--- config.mk ---
export PLATFORM = sky130hd
export DESIGN_NAME = region_motion_overlap_alarm
export DESIGN_NICKNAME = d
export VERILOG_FILES = /design/src/sv/rmoa_pkg.sv /design/src/sv/rmoa_mul.sv /design/src/sv/rmoa_ctrl.sv /design/src/sv/region_motion_overlap_alarm.sv
export SDC_FILE = /design/constraint.sdc
export NUM_CORES = 2
export LEC_CHECK = 0
export BUFFER_PORTS_ARGS = -buffer_cell sky130_fd_sc_hd__buf_2
export CAP_MARGIN = 20
export CORE_ASPECT_RATIO = 0.75
export CORE_MARGIN = 10
export CORE_UTILIZATION = 60
export CTS_BUF_LIST = sky130_fd_sc_hd__clkbuf_16
export DETAILED_ROUTE_END_ITERATION = 8
export GPL_TIMING_DRIVEN = 0
export PLACE_DENSITY_LB_ADDON = 0.05
export SLEW_MARGIN = 30
export SYNTH_ARGS = -nofsm -noshare
export SYNTH_HDL_FRONTEND = slang
export SYNTH_SLANG_ARGS = --single-unit
--- constraint.sdc ---
create_clock -name clk -period 28.1 [get_ports clk]
set_input_delay 4.215 -clock clk [delete_from_list [all_inputs] [get_ports clk]]
set_output_delay 4.215 -clock clk [all_outputs]
set_load 0.01 [all_outputs]
--- src/sv/rmoa_pkg.sv ---
// shared types, constants and control codes for the region motion overlap alarm
package rmoa_pkg;

  // number of region slots held by the datapath
  localparam int MAX_REGIONS = 4;
  localparam int RI_W        = (MAX_REGIONS > 1) ? $clog2(MAX_REGIONS) : 1;

  // field widths
  localparam int COORD_W   = 10;
  localparam int SEC_W     = 17;
  localparam int SENS_W    = 7;
  localparam int CNT_W     = 3;
  localparam int CTRL_W    = 2;
  localparam int SUM_W     = 26;
  localparam int REGION_W  = 63;
  localparam int HITS_W    = 4;

  // stream and configuration port widths
  localparam int IN_TDATA_W  = 104;
  localparam int OUT_TDATA_W = 8;
  localparam int CFG_IDX_W   = 3;
  localparam int CFG_DATA_W  = 63;

  // shared multiplier operand and product widths
  localparam int MUL_A_W = 27;
  localparam int MUL_B_W = 11;
  localparam int PROD_W  = MUL_A_W + MUL_B_W;

  localparam logic [SUM_W-1:0]  SUM_MAX  = {SUM_W{1'b1}};
  localparam logic [SENS_W:0]   PERCENT  = 8'd100;

  // configuration register indexes
  localparam logic [CFG_IDX_W-1:0] CFG_REGION_0   = 3'd0;
  localparam logic [CFG_IDX_W-1:0] CFG_REGION_CNT = 3'd4;
  localparam logic [CFG_IDX_W-1:0] CFG_DN_CTRL    = 3'd5;
  localparam logic [CFG_IDX_W-1:0] CFG_DAY_START  = 3'd6;
  localparam logic [CFG_IDX_W-1:0] CFG_DAY_STOP   = 3'd7;

  // day/night control codes
  localparam logic [CTRL_W-1:0] DN_OFF   = 2'd0;
  localparam logic [CTRL_W-1:0] DN_FLAG  = 2'd1;
  localparam logic [CTRL_W-1:0] DN_TIMED = 2'd2;

  // one packed region, x in the lowest bits
  typedef struct packed {
    logic [SENS_W-1:0] night_sens;
    logic [SENS_W-1:0] day_sens;
    logic [SENS_W-1:0] close_sens;
    logic [9:0]        h;
    logic [10:0]       w;
    logic [9:0]        y;
    logic [10:0]       x;
  } region_t;

  typedef enum logic [1:0] {
    SENS_CLOSE,
    SENS_DAY,
    SENS_NIGHT
  } sens_sel_t;

  typedef enum logic [2:0] {
    MUL_NONE,
    MUL_OVL,
    MUL_AREA,
    MUL_THR,
    MUL_SUM
  } mul_op_t;

  typedef enum logic [2:0] {
    ST_IDLE,
    ST_OVL_MUL,
    ST_OVL_ADD,
    ST_AREA_MUL,
    ST_THR_MUL,
    ST_SUM_MUL,
    ST_CMP,
    ST_OUT
  } state_t;

  // sequencer to datapath control
  typedef struct packed {
    logic            idle;
    mul_op_t         op;
    logic            ovl_add;
    logic            area_ld;
    logic            thr_ld;
    logic            hit_ld;
    logic            out_ld;
    logic [RI_W-1:0] ri;
  } ctrl_t;

endpackage

--- src/sv/rmoa_mul.sv ---
// shared signed multiplier with registered product
module rmoa_mul
  import rmoa_pkg::*;
(
  input  logic                      clk,
  input  logic signed [MUL_A_W-1:0] a,
  input  logic signed [MUL_B_W-1:0] b,
  output logic signed [PROD_W-1:0]  prod
);

  // one product per cycle, registered before use
  always_ff @(posedge clk) begin
    prod <= a * b;
  end

endmodule

--- src/sv/rmoa_ctrl.sv ---
// sequencer stepping the shared multiplier over the regions of one item
module rmoa_ctrl
  import rmoa_pkg::*;
(
  input  logic             clk,
  input  logic             rst,
  input  logic             start,
  input  logic             rect_valid,
  input  logic             last_rect,
  input  logic [CNT_W-1:0] n_regions,
  input  logic             out_busy,
  output ctrl_t            ctrl
);

  state_t          state, state_next;
  logic [RI_W-1:0] ri, ri_next;
  logic            item_last, item_last_next;
  logic            ri_last;

  assign ri_last = ((CNT_W'(ri) + CNT_W'(1)) == n_regions);

  // state and region index registers
  always_ff @(posedge clk) begin
    if (rst) begin
      state     <= ST_IDLE;
      ri        <= '0;
      item_last <= 1'b0;
    end else begin
      state     <= state_next;
      ri        <= ri_next;
      item_last <= item_last_next;
    end
  end

  // next state
  always_comb begin
    state_next     = state;
    ri_next        = ri;
    item_last_next = item_last;
    unique case (state)
      ST_IDLE: begin
        if (start) begin
          ri_next        = '0;
          item_last_next = last_rect;
          if (rect_valid && (n_regions != '0)) begin
            state_next = ST_OVL_MUL;
          end else if (last_rect) begin
            state_next = (n_regions != '0) ? ST_AREA_MUL : ST_OUT;
          end
        end
      end
      ST_OVL_MUL: state_next = ST_OVL_ADD;
      ST_OVL_ADD: begin
        if (ri_last) begin
          ri_next    = '0;
          state_next = item_last ? ST_AREA_MUL : ST_IDLE;
        end else begin
          ri_next    = ri + RI_W'(1);
          state_next = ST_OVL_MUL;
        end
      end
      ST_AREA_MUL: state_next = ST_THR_MUL;
      ST_THR_MUL:  state_next = ST_SUM_MUL;
      ST_SUM_MUL:  state_next = ST_CMP;
      ST_CMP: begin
        if (ri_last) begin
          state_next = ST_OUT;
        end else begin
          ri_next    = ri + RI_W'(1);
          state_next = ST_AREA_MUL;
        end
      end
      ST_OUT: begin
        if (!out_busy) begin
          state_next = ST_IDLE;
        end
      end
      default: state_next = ST_IDLE;
    endcase
  end

  // control outputs
  always_comb begin
    ctrl         = '0;
    ctrl.op      = MUL_NONE;
    ctrl.ri      = ri;
    unique case (state)
      ST_IDLE:     ctrl.idle    = 1'b1;
      ST_OVL_MUL:  ctrl.op      = MUL_OVL;
      ST_OVL_ADD:  ctrl.ovl_add = 1'b1;
      ST_AREA_MUL: ctrl.op      = MUL_AREA;
      ST_THR_MUL: begin
        ctrl.op      = MUL_THR;
        ctrl.area_ld = 1'b1;
      end
      ST_SUM_MUL: begin
        ctrl.op     = MUL_SUM;
        ctrl.thr_ld = 1'b1;
      end
      ST_CMP:      ctrl.hit_ld  = 1'b1;
      ST_OUT:      ctrl.out_ld  = !out_busy;
      default:     ctrl.idle    = 1'b0;
    endcase
  end

endmodule

--- src/sv/region_motion_overlap_alarm.sv ---
// Region motion overlap alarm: accumulates box/region overlap and flags regions per frame.
// Sequence: an item with no box and no frame end is taken while idle; a box adds, per region
// in use, one multiplier pass plus a saturating add; the frame end adds, per region, the area,
// threshold and scaled sum on the shared multiplier, then the compare, and then the output load.
// Throughput: one item at a time, paced by the single shared multiplier; ready only when idle.
// Reset clears configuration, accumulators, hit flags, sequencer and the output valid flag.
module region_motion_overlap_alarm
  import rmoa_pkg::*;
(
  input  logic                   clk,
  input  logic                   rst,
  // p0_x, p0_y, p1_x, p1_y, p2_x, p2_y, p3_x, p3_y, is_night, seconds_of_day
  input  logic [IN_TDATA_W-1:0]  s_axis_tdata,
  // rect_valid
  input  logic                   s_axis_tuser,
  input  logic                   s_axis_tlast,
  input  logic                   s_axis_tvalid,
  output logic                   s_axis_tready,
  // alarm, region_hits
  output logic [OUT_TDATA_W-1:0] m_axis_tdata,
  output logic                   m_axis_tvalid,
  input  logic                   m_axis_tready,
  input  logic                   cfg_valid,
  output logic                   cfg_ready,
  input  logic [CFG_IDX_W-1:0]   cfg_index,
  input  logic [CFG_DATA_W-1:0]  cfg_data
);

  function automatic logic [COORD_W-1:0] min4(input logic [COORD_W-1:0] a, b, c, d);
    logic [COORD_W-1:0] m0, m1;
    m0 = (b < a) ? b : a;
    m1 = (d < c) ? d : c;
    return (m1 < m0) ? m1 : m0;
  endfunction

  function automatic logic [COORD_W-1:0] max4(input logic [COORD_W-1:0] a, b, c, d);
    logic [COORD_W-1:0] m0, m1;
    m0 = (b > a) ? b : a;
    m1 = (d > c) ? d : c;
    return (m1 > m0) ? m1 : m0;
  endfunction

  region_t            regions [MAX_REGIONS];
  logic [CNT_W-1:0]   region_count;
  logic [CTRL_W-1:0]  day_night_ctrl;
  logic [SEC_W-1:0]   day_start_sec;
  logic [SEC_W-1:0]   day_stop_sec;

  logic [SUM_W-1:0]   overlap_sum [MAX_REGIONS];
  logic [COORD_W-1:0] bx0, bx1, by0, by1;
  sens_sel_t          sens_sel, sens_sel_next;
  logic               area_nz;
  logic signed [PROD_W-1:0] thr;
  logic [MAX_REGIONS-1:0]   hits;

  logic               out_valid;
  logic [OUT_TDATA_W-1:0] out_data;

  ctrl_t              ctrl;
  logic               in_accept;
  logic               out_busy;
  logic [CNT_W-1:0]   n_regions;
  logic               is_night;
  logic [SEC_W-1:0]   secs;

  region_t            reg_cur;
  logic [SUM_W-1:0]   sum_cur;
  logic [11:0]        rx_end;
  logic [10:0]        ry_end;
  logic [10:0]        ox_lo;
  logic [COORD_W-1:0] ox_hi;
  logic [COORD_W-1:0] oy_lo, oy_hi;
  logic [COORD_W-1:0] ow, oh;
  logic [SENS_W-1:0]  sens;
  logic signed [MUL_A_W-1:0] mul_a;
  logic signed [MUL_B_W-1:0] mul_b;
  logic signed [PROD_W-1:0]  prod;
  logic [SUM_W:0]     sum_add;

  assign in_accept = s_axis_tvalid && s_axis_tready;
  assign s_axis_tready = ctrl.idle;
  assign cfg_ready = 1'b1;
  assign out_busy  = out_valid && !m_axis_tready;
  assign n_regions = (region_count > CNT_W'(MAX_REGIONS)) ? CNT_W'(MAX_REGIONS) : region_count;
  assign is_night  = s_axis_tdata[8*COORD_W];
  assign secs      = s_axis_tdata[8*COORD_W+1 +: SEC_W];

  // configuration registers
  always_ff @(posedge clk) begin
    if (rst) begin
      for (int i = 0; i < MAX_REGIONS; i++) begin
        regions[i] <= '0;
      end
      region_count   <= '0;
      day_night_ctrl <= '0;
      day_start_sec  <= '0;
      day_stop_sec   <= '0;
    end else if (cfg_valid && cfg_ready) begin
      for (int i = 0; i < MAX_REGIONS; i++) begin
        if (cfg_index == (CFG_REGION_0 + CFG_IDX_W'(i))) begin
          regions[i] <= region_t'(cfg_data);
        end
      end
      unique case (cfg_index)
        CFG_REGION_CNT: region_count   <= cfg_data[CNT_W-1:0];
        CFG_DN_CTRL:    day_night_ctrl <= cfg_data[CTRL_W-1:0];
        CFG_DAY_START:  day_start_sec  <= cfg_data[SEC_W-1:0];
        CFG_DAY_STOP:   day_stop_sec   <= cfg_data[SEC_W-1:0];
        default:        ;
      endcase
    end
  end

  // sensitivity choice from the accepted item's time inputs
  always_comb begin
    priority if (day_night_ctrl == DN_OFF) begin
      sens_sel_next = SENS_CLOSE;
    end else if (day_night_ctrl == DN_FLAG) begin
      sens_sel_next = is_night ? SENS_NIGHT : SENS_DAY;
    end else if (day_night_ctrl == DN_TIMED) begin
      sens_sel_next = ((secs >= day_start_sec) && (secs <= day_stop_sec)) ?
                      SENS_DAY : SENS_NIGHT;
    end else begin
      sens_sel_next = SENS_NIGHT;
    end
  end

  // capture bounding box and sensitivity choice per transaction
  always_ff @(posedge clk) begin
    if (in_accept) begin
      bx0 <= min4(s_axis_tdata[0 +: COORD_W], s_axis_tdata[2*COORD_W +: COORD_W],
                  s_axis_tdata[4*COORD_W +: COORD_W], s_axis_tdata[6*COORD_W +: COORD_W]);
      bx1 <= max4(s_axis_tdata[0 +: COORD_W], s_axis_tdata[2*COORD_W +: COORD_W],
                  s_axis_tdata[4*COORD_W +: COORD_W], s_axis_tdata[6*COORD_W +: COORD_W]);
      by0 <= min4(s_axis_tdata[COORD_W +: COORD_W], s_axis_tdata[3*COORD_W +: COORD_W],
                  s_axis_tdata[5*COORD_W +: COORD_W], s_axis_tdata[7*COORD_W +: COORD_W]);
      by1 <= max4(s_axis_tdata[COORD_W +: COORD_W], s_axis_tdata[3*COORD_W +: COORD_W],
                  s_axis_tdata[5*COORD_W +: COORD_W], s_axis_tdata[7*COORD_W +: COORD_W]);
      sens_sel <= sens_sel_next;
    end
  end

  // current region and its span overlap with the box
  assign reg_cur = regions[ctrl.ri];
  assign sum_cur = overlap_sum[ctrl.ri];
  assign rx_end  = 12'(reg_cur.x) + 12'(reg_cur.w);
  assign ry_end  = 11'(reg_cur.y) + 11'(reg_cur.h);
  assign ox_lo   = (reg_cur.x > 11'(bx0)) ? reg_cur.x : 11'(bx0);
  assign ox_hi   = (rx_end < 12'(bx1)) ? rx_end[COORD_W-1:0] : bx1;
  assign ow      = (ox_lo < 11'(ox_hi)) ? (ox_hi - ox_lo[COORD_W-1:0]) : '0;
  assign oy_lo   = (reg_cur.y > by0) ? reg_cur.y : by0;
  assign oy_hi   = (ry_end < 11'(by1)) ? ry_end[COORD_W-1:0] : by1;
  assign oh      = (oy_lo < oy_hi) ? (oy_hi - oy_lo) : '0;

  always_comb begin
    unique case (sens_sel)
      SENS_CLOSE: sens = reg_cur.close_sens;
      SENS_DAY:   sens = reg_cur.day_sens;
      default:    sens = reg_cur.night_sens;
    endcase
  end

  // operand selection for the shared multiplier
  always_comb begin
    mul_a = '0;
    mul_b = '0;
    unique case (ctrl.op)
      MUL_OVL: begin
        mul_a = MUL_A_W'(ow);
        mul_b = MUL_B_W'(oh);
      end
      MUL_AREA: begin
        mul_a = MUL_A_W'(reg_cur.w);
        mul_b = MUL_B_W'(reg_cur.h);
      end
      MUL_THR: begin
        mul_a = prod[MUL_A_W-1:0];
        mul_b = MUL_B_W'(PERCENT) - MUL_B_W'(sens);
      end
      MUL_SUM: begin
        mul_a = MUL_A_W'(sum_cur);
        mul_b = MUL_B_W'(PERCENT);
      end
      default: begin
        mul_a = '0;
        mul_b = '0;
      end
    endcase
  end

  rmoa_mul u_mul (
    .clk  (clk),
    .a    (mul_a),
    .b    (mul_b),
    .prod (prod)
  );

  assign sum_add = {1'b0, sum_cur} + (SUM_W+1)'(prod[2*COORD_W-1:0]);

  // saturating accumulators, cleared when the frame result is loaded
  always_ff @(posedge clk) begin
    if (rst || ctrl.out_ld) begin
      for (int i = 0; i < MAX_REGIONS; i++) begin
        overlap_sum[i] <= '0;
      end
    end else if (ctrl.ovl_add) begin
      overlap_sum[ctrl.ri] <= sum_add[SUM_W] ? SUM_MAX : sum_add[SUM_W-1:0];
    end
  end

  // threshold terms and per-region hit flags
  always_ff @(posedge clk) begin
    if (ctrl.area_ld) begin
      area_nz <= (prod != '0);
    end
    if (ctrl.thr_ld) begin
      thr <= prod;
    end
  end

  always_ff @(posedge clk) begin
    if (rst || ctrl.out_ld) begin
      hits <= '0;
    end else if (ctrl.hit_ld) begin
      hits[ctrl.ri] <= area_nz && (prod > thr);
    end
  end

  // output register
  always_ff @(posedge clk) begin
    if (rst) begin
      out_valid <= 1'b0;
    end else if (ctrl.out_ld) begin
      out_valid <= 1'b1;
    end else if (m_axis_tready) begin
      out_valid <= 1'b0;
    end
  end

  always_ff @(posedge clk) begin
    if (ctrl.out_ld) begin
      out_data <= {3'b000, HITS_W'(hits), |hits};
    end
  end

  assign m_axis_tvalid = out_valid;
  assign m_axis_tdata  = out_data;

  rmoa_ctrl u_ctrl (
    .clk        (clk),
    .rst        (rst),
    .start      (in_accept),
    .rect_valid (s_axis_tuser),
    .last_rect  (s_axis_tlast),
    .n_regions  (n_regions),
    .out_busy   (out_busy),
    .ctrl       (ctrl)
  );

endmodule

==> reports/metrics.yaml <==
synth_commonest_cells: "inv_1, edfxtp_1, ha_1"
synth.most_common_cell: "inv_1"
die_area_um2: 79810
finalMaxSlewViolations: 0
routed.top_layer: "met5"
cp_common_cell: "fa_1"
syn-cell-area_um2: 41290
clockPowerShare: 0.226
fin_total_pwr_mw: 3.293
power.leakage_nw: 19.66
drc_errors: 0
place_hpwl_um: 89510
finalWorstSetupSlack_ns: 11.86
vias: 30293
ys_seq_area_frac: 0.3651
grt_overflow: 0
cts_resized: 0
antenna_found_initial: 17
cts_tree: "done"
ir_drop_v: 0.00005391
period_minus_slack_ns: 16.24
synthTopCellsByArea: "edfxtp_1, fa_1, ha_1, mux4_2, inv_1"
wl_met1_um: 53470
r2r-end: "u_mul.prod[34]"
cts_buffers: 53
end_kind: "flip-flop"
firstDrtPassIters: 6
path_class: "flip-flop to flip-flop"
finalSetupTns_ns: 0
crit_path_max_incr_delay_ns: 0.74
vias_per_cell: 5.940
crit_family: "compound AO/OA/AOI/OAI gates"
hold_buffers: 0
cts_max_level: 2
layout.nets: 4935
synth-main-ff-cell: "edfxtp_1"
yosysTopAreaCellShare: 0.3215
timing.final.crit_share: 0.5779
slowest_stage: "a21oi_1"
intPower_mw: 1.925
portBuffers: 175
cts_setup_buffers: 0
root_buffer: "clkbuf_16"
worstPathMaxFanout: 10
die_x_um: 322.9
track_usage: 0.2910
synth_area_per_cell_um2: 10.58
die-height_um: 247.2
wl_per_cell_um: 22.64
initial_core_util: 0.6042
grt_max_degree: 44
critical_path_buf_inv_count: 13
max_freq_mhz: 61.58
ys_ff_latch: 532
synth_cells: 3903
async_reset_ff_frac: 0
status: "completed"
synth_edf_count: 442
pwr-share-comb: 0.471
p_seq_frac: 0.303
detail-route-antenna-nets: 0
endpoint: "u_mul.prod[34]"
drive_above_1_share: 0.1154
wl_um: 115500
initialDrtViolationCount: 3564
hold_viol: 0
min_path_type: "flip-flop to flip-flop"
swShare: 0.4156
pre_cts_ws_ns: 12.03
cts.sinks: 532
worstMarginPinSlew_ns: 1.144
grt_pass1_vias: 29817
maxCapViolCount: 0
worstSkewPairLatency_ns: 0.66
grt_first_pass_wirelength_um: 177700
core-area_um2: 68330
gp_congestion: 0.9500
rsz0062_at_grt: "false"
reg2regPathDepth: 51
clock_path_buffers: 3
area_delta_synth_final_pct: 10.11
critPathRequiredTime_ns: 28.63
skew_ns: 0.04319
finish.utilization: 0.6653
cp.depth: 51
rows: 83
r2r_slack_ns: 11.86
setup_viol: 0
synthDistinctLibCells: 89
wl_met2_um: 47000
powerDensity_nw_per_um2: 72.45
max-slew-margin-rel: 0.2152
start_kind: "flip-flop"
ios: 188
met3WireLength_um: 12720
yosys_warnings: 0
power.switching_mw: 1.369
clkTransAtPathRegs_ns: 0.06
crit_arrival_ns: 16.77
yosysTopAreaCell: "edfxtp_1"
-- cells by family after synthesis --
group / Yosys count / share of synthesized area
compound gates: 551 / 0.08643
simple gates: 1200 / 0.1441
xor+xnor: 83 / 0.01761
other cells: 2 / 0.0001819
buf+inv: 672 / 0.06376
mux: 256 / 0.09052
fa+ha+maj: 607 / 0.2323
flops: 532 / 0.3651
-- worst min path at each step --
stage	startpoint	endpoint	cells after the start
finish	day_stop_sec[5]	day_stop_sec[5]	2
global route	day_start_sec[2]	day_start_sec[2]	2
CTS	day_stop_sec[5]	day_stop_sec[5]	2
detailed placement	day_stop_sec[5]	day_stop_sec[5]	2
global placement	day_start_sec[11]	day_start_sec[11]	2
floorplan	hits[2]	m_axis_tdata[3]	0
-- layout by cell type, fill, tap and decap left out, types with 95 or more instances in the layout --
cell      Yosys  routed
a21oi_1     179     179
and2_1      301     299
buf_2        25     205
clkbuf_1     95      95
edfxtp_1    442     442
fa_1        266     266
ha_1        341     341
inv_1       529     539
mux2i_1     136     130
nand2_1     309     306
nor2_1      280     279
-- metrics by stage --
step           std cells  hold WS (ns)  cell area, µm²
2_1_floorplan       3905        0.4214           41290
3_3_place_gp        4972        0.4425           43290
3_5_place_dp        4988        0.4475           43590
4_1_cts             5087        0.4564           45390
5_1_grt             5092        0.4720           45440
6_report            5100        0.4555           45460
-- worst register-to-register path, delay by kind of cell, from the launching register on --
kind / cells / cell delay (ns)
XOR/XNOR: 2 / 0.51
AO/OA/AOI/OAI: 17 / 5.08
multiplexers: 2 / 0.69
AND/OR/NAND/NOR: 6 / 0.89
adder cells (fa/ha/maj): 11 / 4.69
flip-flops: 1 / 0.38
buffers and inverters: 13 / 3.89
-- power by group through the flow --
stage	combinational (mW)	clock, mW	sequential, mW
after global routing	1.69	0.778	1.00
after global placement	1.47	0	1.01
after floorplan	1.05	0	0.987
after detailed placement	1.49	0	1.01
final	1.55	0.743	0.999
after CTS	1.51	0.748	0.996
-- state kept, by name, indices dropped and copies added (netlist names), 17 cells and up, named ones only --
signal and count:
overlap_sum 104, thr 38, day_stop_sec 17, regions 252, day_start_sec 17, u_mul.prod 38
-- layout make-up --
cell class | instances | area, µm²
sequential | 532 | 15070
fill | 5444 | 22870
clock buffer | 57 | 1426
antenna | 13 | 32.53
buffer | 139 | 631.9
clock inverter | 42 | 377.9
multi-input combinational | 2701 | 23710
inverter | 533 | 2001
tap | 892 | 1116
timing repair buffer | 191 | 1096
-- layer usage --
layer | vias to the layer above | global-route usage
met1 | 14823 | 0.4484
met3 | 159 | 0.07751
met5 | - | 0
met2 | 1348 | 0.4052
li1 | 13949 | -
met4 | 14 | 0.06079
(Power assumes the default switching activity.)
